`config.mk`:
```
export PLATFORM = sky130hd
export DESIGN_NAME = two_part_length_prefixed_deframer_flat
export DESIGN_NICKNAME = d
export VERILOG_FILES = /design/src/hdl/tpd_pkg.sv /design/src/hdl/tpd_if.sv /design/src/hdl/tpd_front.sv /design/src/hdl/tpd_queue.sv /design/src/hdl/tpd_back.sv /design/src/hdl/two_part_length_prefixed_deframer.sv /design/src/flat_wrapper.sv
export SDC_FILE = /design/constraint.sdc
export NUM_CORES = 1
export LEC_CHECK = 0
export ABC_CLOCK_PERIOD_IN_PS = 7450
export BUFFER_PORTS_ARGS = -buffer_cell sky130_fd_sc_hd__buf_2
export CAP_MARGIN = 20
export CORE_MARGIN = 1.5
export CORE_UTILIZATION = 25
export CTS_CLUSTER_DIAMETER = 100
export DETAILED_ROUTE_END_ITERATION = 10
export PLACE_DENSITY = 0.38
export SLEW_MARGIN = 15
export SYNTH_ARGS = -nofsm -noshare
export SYNTH_HDL_FRONTEND = slang
export SYNTH_HIERARCHICAL = 1
export SYNTH_SLANG_ARGS = --single-unit
```
`constraint.sdc`:
```
create_clock -name clk -period 7.45 [get_ports clk]
set_clock_uncertainty 0.2 [all_clocks]
set_input_delay 2.235 -clock clk [delete_from_list [all_inputs] [get_ports clk]]
set_output_delay 2.235 -clock clk [all_outputs]
set_load 0.05 [all_outputs]
```
`src/hdl/tpd_pkg.sv`:
```
`timescale 1ns / 1ps
// Shared constants and types of the two-part length-prefixed deframer.
// Depends on nothing; every other file but tpd_if imports it.
package tpd_pkg;

  // Default width of the length accumulator and the data byte counter.
  localparam int LENGTH_WIDTH_DEFAULT = 32;
  // Largest legal header byte; the part then carries MAX_HEADER + 1 length bytes.
  localparam logic [7:0] MAX_HEADER = 8'd3;
  // Length bytes at most, and the span of bits that they can fill.
  localparam int LEN_BYTES = 4;
  localparam int LEN_SPAN = 8 * LEN_BYTES;
  // Entries in the queue between the parser and the output stage.
  localparam int QUEUE_DEPTH = 2;

  typedef struct packed {
    logic [7:0] data_byte;
    logic       is_body;
    logic       last_of_part;
    logic       empty_part;
    logic       bad_header;
  } tpd_result_t;

  // What the parser hands to the queue.
  typedef struct packed {
    logic        push;
    tpd_result_t res;
  } tpd_push_t;

endpackage

```
`src/hdl/tpd_if.sv`:
```
`timescale 1ns / 1ps
// Valid/ready channels of the deframer: the received byte stream and the result stream.
// Self-contained; no package is needed.
interface tpd_byte_if;
  logic       valid;
  logic       ready;
  logic [7:0] in_byte;

  modport source (output valid, output in_byte, input ready);
  modport sink (input valid, input in_byte, output ready);
endinterface

interface tpd_result_if;
  logic       valid;
  logic       ready;
  logic [7:0] data_byte;
  logic       is_body;
  logic       last_of_part;
  logic       empty_part;
  logic       bad_header;

  modport source (output valid, output data_byte, output is_body, output last_of_part,
                  output empty_part, output bad_header, input ready);
  modport sink (input valid, input data_byte, input is_body, input last_of_part,
                input empty_part, input bad_header, output ready);
endinterface

```
`src/hdl/tpd_front.sv`:
```
`timescale 1ns / 1ps
// Parser of the deframer: accepts bytes, tracks phase, part and lengths, and
// pushes result items into the queue. Depends on tpd_pkg and tpd_if.
module tpd_front
  import tpd_pkg::*;
#(
  parameter int LENGTH_WIDTH = LENGTH_WIDTH_DEFAULT
) (
  input  logic       clk,
  input  logic       rst,
  tpd_byte_if.sink   in_ch,
  input  logic       q_full,
  output tpd_push_t  q_in
);

  typedef enum logic [2:0] {
    PH_HEADER = 3'b001,
    PH_LENGTH = 3'b010,
    PH_DATA   = 3'b100
  } phase_t;

  phase_t                  phase, phase_next;
  logic                    in_body_part, in_body_part_next;
  logic [1:0]              len_left, len_left_next;
  logic [1:0]              len_idx, len_idx_next;
  logic [LENGTH_WIDTH-1:0] len_acc, len_acc_next;
  logic [LENGTH_WIDTH-1:0] data_left, data_left_next;

  logic                    accept;
  logic [LEN_SPAN-1:0]     shifted;
  logic [LENGTH_WIDTH-1:0] acc_new;
  logic [LENGTH_WIDTH-1:0] data_dec;
  tpd_push_t               push_c;

  assign in_ch.ready = !q_full;
  assign accept      = in_ch.valid && in_ch.ready;

  assign shifted  = LEN_SPAN'(in_ch.in_byte) << {len_idx, 3'b000};
  assign acc_new  = len_acc | shifted[LENGTH_WIDTH-1:0];
  assign data_dec = data_left - LENGTH_WIDTH'(1);

  always_comb begin
    phase_next        = phase;
    in_body_part_next = in_body_part;
    len_left_next     = len_left;
    len_idx_next      = len_idx;
    len_acc_next      = len_acc;
    data_left_next    = data_left;
    push_c            = '0;
    push_c.res.is_body = in_body_part;
    case (phase)
      PH_LENGTH: begin
        len_idx_next = len_idx + 2'd1;
        len_acc_next = acc_new;
        if (len_left != 2'd0) begin
          len_left_next = len_left - 2'd1;
        end else if (acc_new == '0) begin
          push_c.push            = 1'b1;
          push_c.res.last_of_part = 1'b1;
          push_c.res.empty_part  = 1'b1;
          in_body_part_next      = !in_body_part;
          phase_next             = PH_HEADER;
          len_left_next          = '0;
          len_idx_next           = '0;
          len_acc_next           = '0;
          data_left_next         = '0;
        end else begin
          data_left_next = acc_new;
          phase_next     = PH_DATA;
        end
      end
      PH_DATA: begin
        data_left_next        = data_dec;
        push_c.push           = 1'b1;
        push_c.res.data_byte  = in_ch.in_byte;
        if (data_dec == '0) begin
          push_c.res.last_of_part = 1'b1;
          in_body_part_next       = !in_body_part;
          phase_next              = PH_HEADER;
          len_left_next           = '0;
          len_idx_next            = '0;
          len_acc_next            = '0;
        end
      end
      default: begin
        // Header phase; an unused code behaves the same way.
        if (in_ch.in_byte > MAX_HEADER) begin
          push_c.push           = 1'b1;
          push_c.res.bad_header = 1'b1;
          in_body_part_next     = 1'b0;
          phase_next            = PH_HEADER;
        end else begin
          phase_next    = PH_LENGTH;
          len_left_next = in_ch.in_byte[1:0];
        end
        len_left_next  = (in_ch.in_byte > MAX_HEADER) ? 2'd0 : in_ch.in_byte[1:0];
        len_idx_next   = '0;
        len_acc_next   = '0;
        data_left_next = '0;
      end
    endcase
  end

  always_comb begin
    q_in      = push_c;
    q_in.push = push_c.push && accept;
  end

  always_ff @(posedge clk) begin
    if (rst) begin
      phase        <= PH_HEADER;
      in_body_part <= 1'b0;
      len_left     <= '0;
      len_idx      <= '0;
      len_acc      <= '0;
      data_left    <= '0;
    end else if (accept) begin
      phase        <= phase_next;
      in_body_part <= in_body_part_next;
      len_left     <= len_left_next;
      len_idx      <= len_idx_next;
      len_acc      <= len_acc_next;
      data_left    <= data_left_next;
    end
  end

  a_empty_marker_shape: assert property (@(posedge clk) disable iff (rst)
    (q_in.push && q_in.res.empty_part) |->
      (q_in.res.last_of_part && q_in.res.data_byte == 8'd0 && !q_in.res.bad_header))
    else $error("empty-part marker carries data or lacks the last flag");

  a_bad_header_restart: assert property (@(posedge clk) disable iff (rst)
    (q_in.push && q_in.res.bad_header) |=> (phase == PH_HEADER && !in_body_part))
    else $error("parser did not restart at the name header after a bad header");

endmodule

```
`src/hdl/tpd_queue.sv`:
```
`timescale 1ns / 1ps
// Short queue of result items between the parser and the output stage.
// Depends on tpd_pkg.
module tpd_queue
  import tpd_pkg::*;
(
  input  logic        clk,
  input  logic        rst,
  input  tpd_push_t   q_in,
  output logic        q_full,
  output logic        q_valid,
  input  logic        q_pop,
  output tpd_result_t q_out
);

  localparam int IDX_W = (QUEUE_DEPTH > 1) ? $clog2(QUEUE_DEPTH) : 1;
  localparam int CNT_W = $clog2(QUEUE_DEPTH + 1);

  tpd_result_t      mem [QUEUE_DEPTH];
  logic [IDX_W-1:0] wr_ptr, rd_ptr;
  logic [CNT_W-1:0] count;
  logic             do_push, do_pop;

  assign q_full  = (count == CNT_W'(QUEUE_DEPTH));
  assign q_valid = (count != '0);
  assign do_push = q_in.push && !q_full;
  assign do_pop  = q_pop && q_valid;
  assign q_out   = mem[rd_ptr];

  always_ff @(posedge clk) begin
    if (do_push) begin
      mem[wr_ptr] <= q_in.res;
    end
  end

  always_ff @(posedge clk) begin
    if (rst) begin
      wr_ptr <= '0;
      rd_ptr <= '0;
      count  <= '0;
    end else begin
      if (do_push) begin
        wr_ptr <= (wr_ptr == IDX_W'(QUEUE_DEPTH - 1)) ? '0 : wr_ptr + IDX_W'(1);
      end
      if (do_pop) begin
        rd_ptr <= (rd_ptr == IDX_W'(QUEUE_DEPTH - 1)) ? '0 : rd_ptr + IDX_W'(1);
      end
      case ({do_push, do_pop})
        2'b10:   count <= count + CNT_W'(1);
        2'b01:   count <= count - CNT_W'(1);
        default: count <= count;
      endcase
    end
  end

  a_count_bound: assert property (@(posedge clk) disable iff (rst)
    count <= CNT_W'(QUEUE_DEPTH))
    else $error("queue fill count above its depth");

  a_push_when_full: assert property (@(posedge clk) disable iff (rst)
    q_full |-> !q_in.push)
    else $error("parser pushed a result item into a full queue");

endmodule

```
`src/hdl/tpd_back.sv`:
```
`timescale 1ns / 1ps
// Output stage of the deframer: a result register that drains the queue.
// Depends on tpd_pkg and tpd_if.
module tpd_back
  import tpd_pkg::*;
(
  input  logic          clk,
  input  logic          rst,
  input  logic          q_valid,
  input  tpd_result_t   q_out,
  output logic          q_pop,
  tpd_result_if.source  out_ch
);

  logic        out_valid;
  tpd_result_t out_reg;

  assign q_pop = q_valid && (!out_valid || out_ch.ready);

  always_ff @(posedge clk) begin
    if (rst) begin
      out_valid <= 1'b0;
    end else if (q_pop) begin
      out_valid <= 1'b1;
    end else if (out_ch.ready) begin
      out_valid <= 1'b0;
    end
  end

  always_ff @(posedge clk) begin
    if (q_pop) begin
      out_reg <= q_out;
    end
  end

  assign out_ch.valid        = out_valid;
  assign out_ch.data_byte    = out_reg.data_byte;
  assign out_ch.is_body      = out_reg.is_body;
  assign out_ch.last_of_part = out_reg.last_of_part;
  assign out_ch.empty_part   = out_reg.empty_part;
  assign out_ch.bad_header   = out_reg.bad_header;

  a_pop_fills_output: assert property (@(posedge clk) disable iff (rst)
    q_pop |=> out_valid)
    else $error("result item taken from the queue was not presented");

endmodule

```
`src/hdl/two_part_length_prefixed_deframer.sv`:
```
`timescale 1ns / 1ps
// Top level of the two-part length-prefixed deframer: parser, queue, output stage.
// Depends on tpd_pkg, tpd_if, tpd_front, tpd_queue and tpd_back.
//
//   Channel  Direction  Payload                                   Handshake
//   in_ch    sink       in_byte[7:0]                              valid/ready
//   out_ch   source     data_byte[7:0], is_body, last_of_part,    valid/ready
//                       empty_part, bad_header
//
// One byte is taken every cycle while the queue has room; the parser's state
// update is a single small add and compare, so that is what sets the rate.
// A result item is written into the queue when its byte is taken, and then into the output register.
// Reset (rst, synchronous) puts the parser at the name header and empties the
// queue and the output register; no clearing pass follows.
// A stalled output fills the two-entry queue, after which in_ch.ready drops.
//
// Each frame is a name part followed by a body part. A part begins with a
// header byte h (0 to 3), then h+1 length bytes, least significant first,
// then that many data bytes. Every data byte becomes one item tagged with its
// part; the final byte of the part carries last_of_part. A part of length zero
// gives a single marker item with empty_part and last_of_part set. A header
// byte above 3 gives one item with bad_header set, and parsing starts again
// at the name part. Header and length bytes on their own give no item.
// Length bits beyond LENGTH_WIDTH are dropped.
module two_part_length_prefixed_deframer
  import tpd_pkg::*;
#(
  parameter int LENGTH_WIDTH = LENGTH_WIDTH_DEFAULT
) (
  input  logic         clk,
  input  logic         rst,
  tpd_byte_if.sink     in_ch,
  tpd_result_if.source out_ch
);

  tpd_push_t   q_in;
  logic        q_full;
  logic        q_valid;
  logic        q_pop;
  tpd_result_t q_out;

  // The parser only advances on a taken byte and pushes at most one item.
  tpd_front #(
    .LENGTH_WIDTH (LENGTH_WIDTH)
  ) u_front (
    .clk    (clk),
    .rst    (rst),
    .in_ch  (in_ch),
    .q_full (q_full),
    .q_in   (q_in)
  );

  // The queue lets the parser run on while the output side is stalled.
  tpd_queue u_queue (
    .clk     (clk),
    .rst     (rst),
    .q_in    (q_in),
    .q_full  (q_full),
    .q_valid (q_valid),
    .q_pop   (q_pop),
    .q_out   (q_out)
  );

  // The output register refills in the same cycle that its item is taken, if the queue holds an item.
  tpd_back u_back (
    .clk     (clk),
    .rst     (rst),
    .q_valid (q_valid),
    .q_out   (q_out),
    .q_pop   (q_pop),
    .out_ch  (out_ch)
  );

endmodule
```
`src/flat_wrapper.sv`:
```
// flat-port wrapper written by rule: the top's interface ports become plain ports
module two_part_length_prefixed_deframer_flat import tpd_pkg::*;
#(
  parameter int LENGTH_WIDTH = LENGTH_WIDTH_DEFAULT
)
  (clk, rst, in_ch_valid, in_ch_in_byte, in_ch_ready, out_ch_valid, out_ch_data_byte, out_ch_is_body, out_ch_last_of_part, out_ch_empty_part, out_ch_bad_header, out_ch_ready);
  tpd_byte_if in_ch_i ();
  tpd_result_if out_ch_i ();
  input  logic clk;
  input  logic rst;
  input wire logic [$bits(in_ch_i.valid)-1:0] in_ch_valid;
  input wire logic [$bits(in_ch_i.in_byte)-1:0] in_ch_in_byte;
  output wire logic [$bits(in_ch_i.ready)-1:0] in_ch_ready;
  output wire logic [$bits(out_ch_i.valid)-1:0] out_ch_valid;
  output wire logic [$bits(out_ch_i.data_byte)-1:0] out_ch_data_byte;
  output wire logic [$bits(out_ch_i.is_body)-1:0] out_ch_is_body;
  output wire logic [$bits(out_ch_i.last_of_part)-1:0] out_ch_last_of_part;
  output wire logic [$bits(out_ch_i.empty_part)-1:0] out_ch_empty_part;
  output wire logic [$bits(out_ch_i.bad_header)-1:0] out_ch_bad_header;
  input wire logic [$bits(out_ch_i.ready)-1:0] out_ch_ready;
  assign in_ch_i.valid = in_ch_valid;
  assign in_ch_i.in_byte = in_ch_in_byte;
  assign in_ch_ready = in_ch_i.ready;
  assign out_ch_valid = out_ch_i.valid;
  assign out_ch_data_byte = out_ch_i.data_byte;
  assign out_ch_is_body = out_ch_i.is_body;
  assign out_ch_last_of_part = out_ch_i.last_of_part;
  assign out_ch_empty_part = out_ch_i.empty_part;
  assign out_ch_bad_header = out_ch_i.bad_header;
  assign out_ch_i.ready = out_ch_ready;
  two_part_length_prefixed_deframer #(.LENGTH_WIDTH(LENGTH_WIDTH)) u_core (.clk(clk), .rst(rst), .in_ch(in_ch_i), .out_ch(out_ch_i));
endmodule
```
==> flow_metrics.env <==
export IMPL_run_status="completed"
export IMPL_power_static_leakage_nw=2.42
export IMPL_wirelength_mm=19.7
export IMPL_finalHoldViolCount=0
export IMPL_clock_buffers_created_by_tritoncts=17
export IMPL_dr_first_iter_drc_count=543
export IMPL_timing_critical_path_from_type="primary input"
export IMPL_syn_to_final_growth_pct=15.1
export IMPL_post_synth_top_area_cell="dfxtp_1"
export IMPL_h_tree_depth=4
export IMPL_slew_violations=0
export IMPL_post_cts_resized=0
export IMPL_max_slew_margin_pct=30.8
export IMPL_finalCriticalPeriod_ns=5.43
export IMPL_groute_usage_overall_pct=15.8
export IMPL_critical_path_endpoint_type="flop"
export IMPL_rows=57
export IMPL_clk_root_buffer_cell="clkbuf_16"
export IMPL_die_w_um=160
export IMPL_detailroute_via_count=5503
export IMPL_post_route_cells_drive_above_1_share_pct=17.7
export IMPL_global_route_overflow_total=0
export IMPL_hold_depth=2
export IMPL_clk_pin_slew_ns=0.06
export IMPL_final_common_cell="a21oi_1"
export IMPL_drtAntennaViolNets=0
export IMPL_maxUsedRoutingLayer="met4"
export IMPL_drt_vias_per_instance=5.23
export IMPL_multiInputGateArea_mm2=0.00317
export IMPL_pin_count=26
export IMPL_worstPathMaxFanout=19
export IMPL_fp_dieArea_mm2=0.0255
export IMPL_worst_ep_arrival_time_ns=5.53
export IMPL_timing_hold_worst_class="reg -> reg"
export IMPL_cts_tree="built"
export IMPL_cts_sinks=114
export IMPL_hold_buffers=0
export IMPL_synthesis_area_mm2=0.00613
export IMPL_setup_tns_final_ns=0
export IMPL_input_output_buffers=25
export IMPL_placeableCoreArea_mm2=0.0242
export IMPL_grt_antenna_before_repair=0
export IMPL_hpwl_mm=13.9
export IMPL_cts_setup_buffers=0
export IMPL_routed_wl_met3_mm=1.02
export IMPL_worst_skew_pair_late_latency_ns=0.42
export IMPL_fillers=2580
export IMPL_antenna_diode_count=0
export IMPL_remaining_drc_errors=0
export IMPL_grt_setup_unrepaired="false"
export IMPL_vias_in_the_first_global_route=5307
export IMPL_instances_no_fill=1052
export IMPL_synth_yosys_seq_area_share_pct=43.1
export IMPL_start_util_pct=25.4
export IMPL_gp_routability_congestion=0.839
export IMPL_post_synth_cell_area_avg_um2=8.54
export IMPL_max_clock_freq_mhz=184
export IMPL_first_pass_grt_wire_length_mm=31.2
export IMPL_vdd_ir_drop_max_mv=0.112
export IMPL_post_synth_inst_count=718
export IMPL_p_per_area_mw_per_mm2=306
export IMPL_top_cells_by_area_in_the_synthesized_netlist="dfxtp_1 25%, edfxtp_1 18%, a21oi_1 7.8%"
export IMPL_critical_path_required_ns=7.55
export IMPL_ys_flop_type="dfxtp_1"
export IMPL_stdcell_area_mm2=0.00706
export IMPL_synth_top_area_share_pct=25.5
export IMPL_synth_warnings=6
export IMPL_synth_seq_cells=114
export IMPL_dp_cells=1019
export IMPL_netlist_cell_type_count=74
export IMPL_cap_violations=0
export IMPL_async_flop_share_pct=0
export IMPL_setup_viol_count_final=0
export IMPL_path_type_of_the_worst_setup_path="in -> reg"
export IMPL_timing_worst_slew_pin_value_ns=1.03
export IMPL_syn_nets=733
export IMPL_synth_edf_count=36
export IMPL_top_library_cells_by_usage_in_the_layout_fill_and_taps_aside="95 x a21oi_1, 78 x dfxtp_1, 66 x nor2_1, 52 x nand2_1, 51 x o21ai_0"
export IMPL_detail_route_first_pass_iterations=6
export IMPL_wl_met2_mm=9.29
export IMPL_dpl_instance_area_mm2=0.00645
export IMPL_wire_per_inst_um=18.8
export IMPL_post_route_clock_period_utilization_pct=72.9
export IMPL_ff_latch_area_mm2=0.00264
export IMPL_clockBufferDepth=2
export IMPL_worst_reg_to_reg_path_cell_count=11
export IMPL_die_height_um=160
export IMPL_grt_max_degree=56
export IMPL_nNetsFinal=730
export IMPL_met1_length_mm=9.10
## synthesized netlist by cell type, types with 12 or more instances
cell	instances
nor2_2	29
nor2_1	67
mux2_2	12
a22oi_1	12
inv_1	15
dfxtp_1	78
nor3_1	21
clkbuf_1	38
nand2_1	52
nand3_1	14
a21oi_1	95
edfxtp_1	36
nor4_1	25
o21ai_0	52
## metal layers
layer | up-vias | track usage, %
met5 | - | 0
met1 | 2665 | 21.2
li1 | 2649 | -
met2 | 162 | 25.8
met3 | 27 | 2.60
met4 | 0 | 5.75
## stage by stage
step	utilization, %	hold slack (ns)	total power [W]	setup slack [ns]
after floorplan	-	0.245	0.00121	2.43
after global placement	26.7	0.268	0.00134	1.76
after detailed placement	26.7	0.274	0.00134	1.66
after CTS	29.1	0.284	0.00218	2.09
after global routing	29.2	0.299	0.00227	1.84
final	29.2	0.283	0.00216	2.02
## final cells by class
type	instances	area share (%)
well taps	324	5.74
flip-flops and latches	114	37.4
repair buffers	32	2.62
multi-input cells	534	44.9
clock inverters	15	2.46
inverters	16	0.850
clock buffers	17	6.02
## state kept, by name, indices dropped and copies added (netlist names), named ones only
register and cells:
u_core/u_front/data_left 32, u_core/u_front/len_acc 32, u_core/u_queue/mem 24, u_core/u_back/out_ch.data_byte 8, u_core/u_front/phase 3, u_core/u_front/len_idx 2, u_core/u_front/len_left 2, u_core/u_queue/count 2
u_core/u_back/out_ch.bad_header 1, u_core/u_back/out_ch.empty_part 1, u_core/u_back/out_ch.is_body 1, u_core/u_back/out_ch.last_of_part 1, u_core/u_back/out_ch.valid 1, u_core/u_front/in_body_part 1, u_core/u_queue/rd_ptr 1, u_core/u_queue/wr_ptr 1
## path summary, 6_finish.rpt
check                                                 start                        end  slack (ns)
worst max register to register  u_core/u_front/data_left[0]  u_core/u_front/len_acc[0]        2.70
worst min register to register    u_core/u_front/len_acc[1]  u_core/u_front/len_acc[1]        0.28
worst max-delay path                       in_ch_in_byte[5]  u_core/u_front/len_acc[0]        2.02
worst min-delay path              u_core/u_front/len_acc[1]  u_core/u_front/len_acc[1]        0.28
## where the power goes
group	switching [W]	internal, W	total, W
Sequential	0.0000417	0.000734	0.000775
Combinational	0.000389	0.000161	0.000550
Clock	0.000333	0.000503	0.000836
## critical path, stage by stage
cell     delay, ns
buf_2         0.18
or4_1         0.54
o31ai_1       0.32
nand3_1       0.19
o31ai_1       0.56
inv_1         0.20
o31ai_4       0.76
buf_4         0.43
nor3_1        0.10
## kinds of logic after synthesis
family,Yosys count,share of synthesized area (%)
flops,114,43.1
xor+xnor,10,1.43
mux,13,2.37
compound gates,217,21.4
fa+ha+maj,3,0.612
simple gates,291,25.7
buf+inv,70,5.43
(Power assumes the default switching activity.)
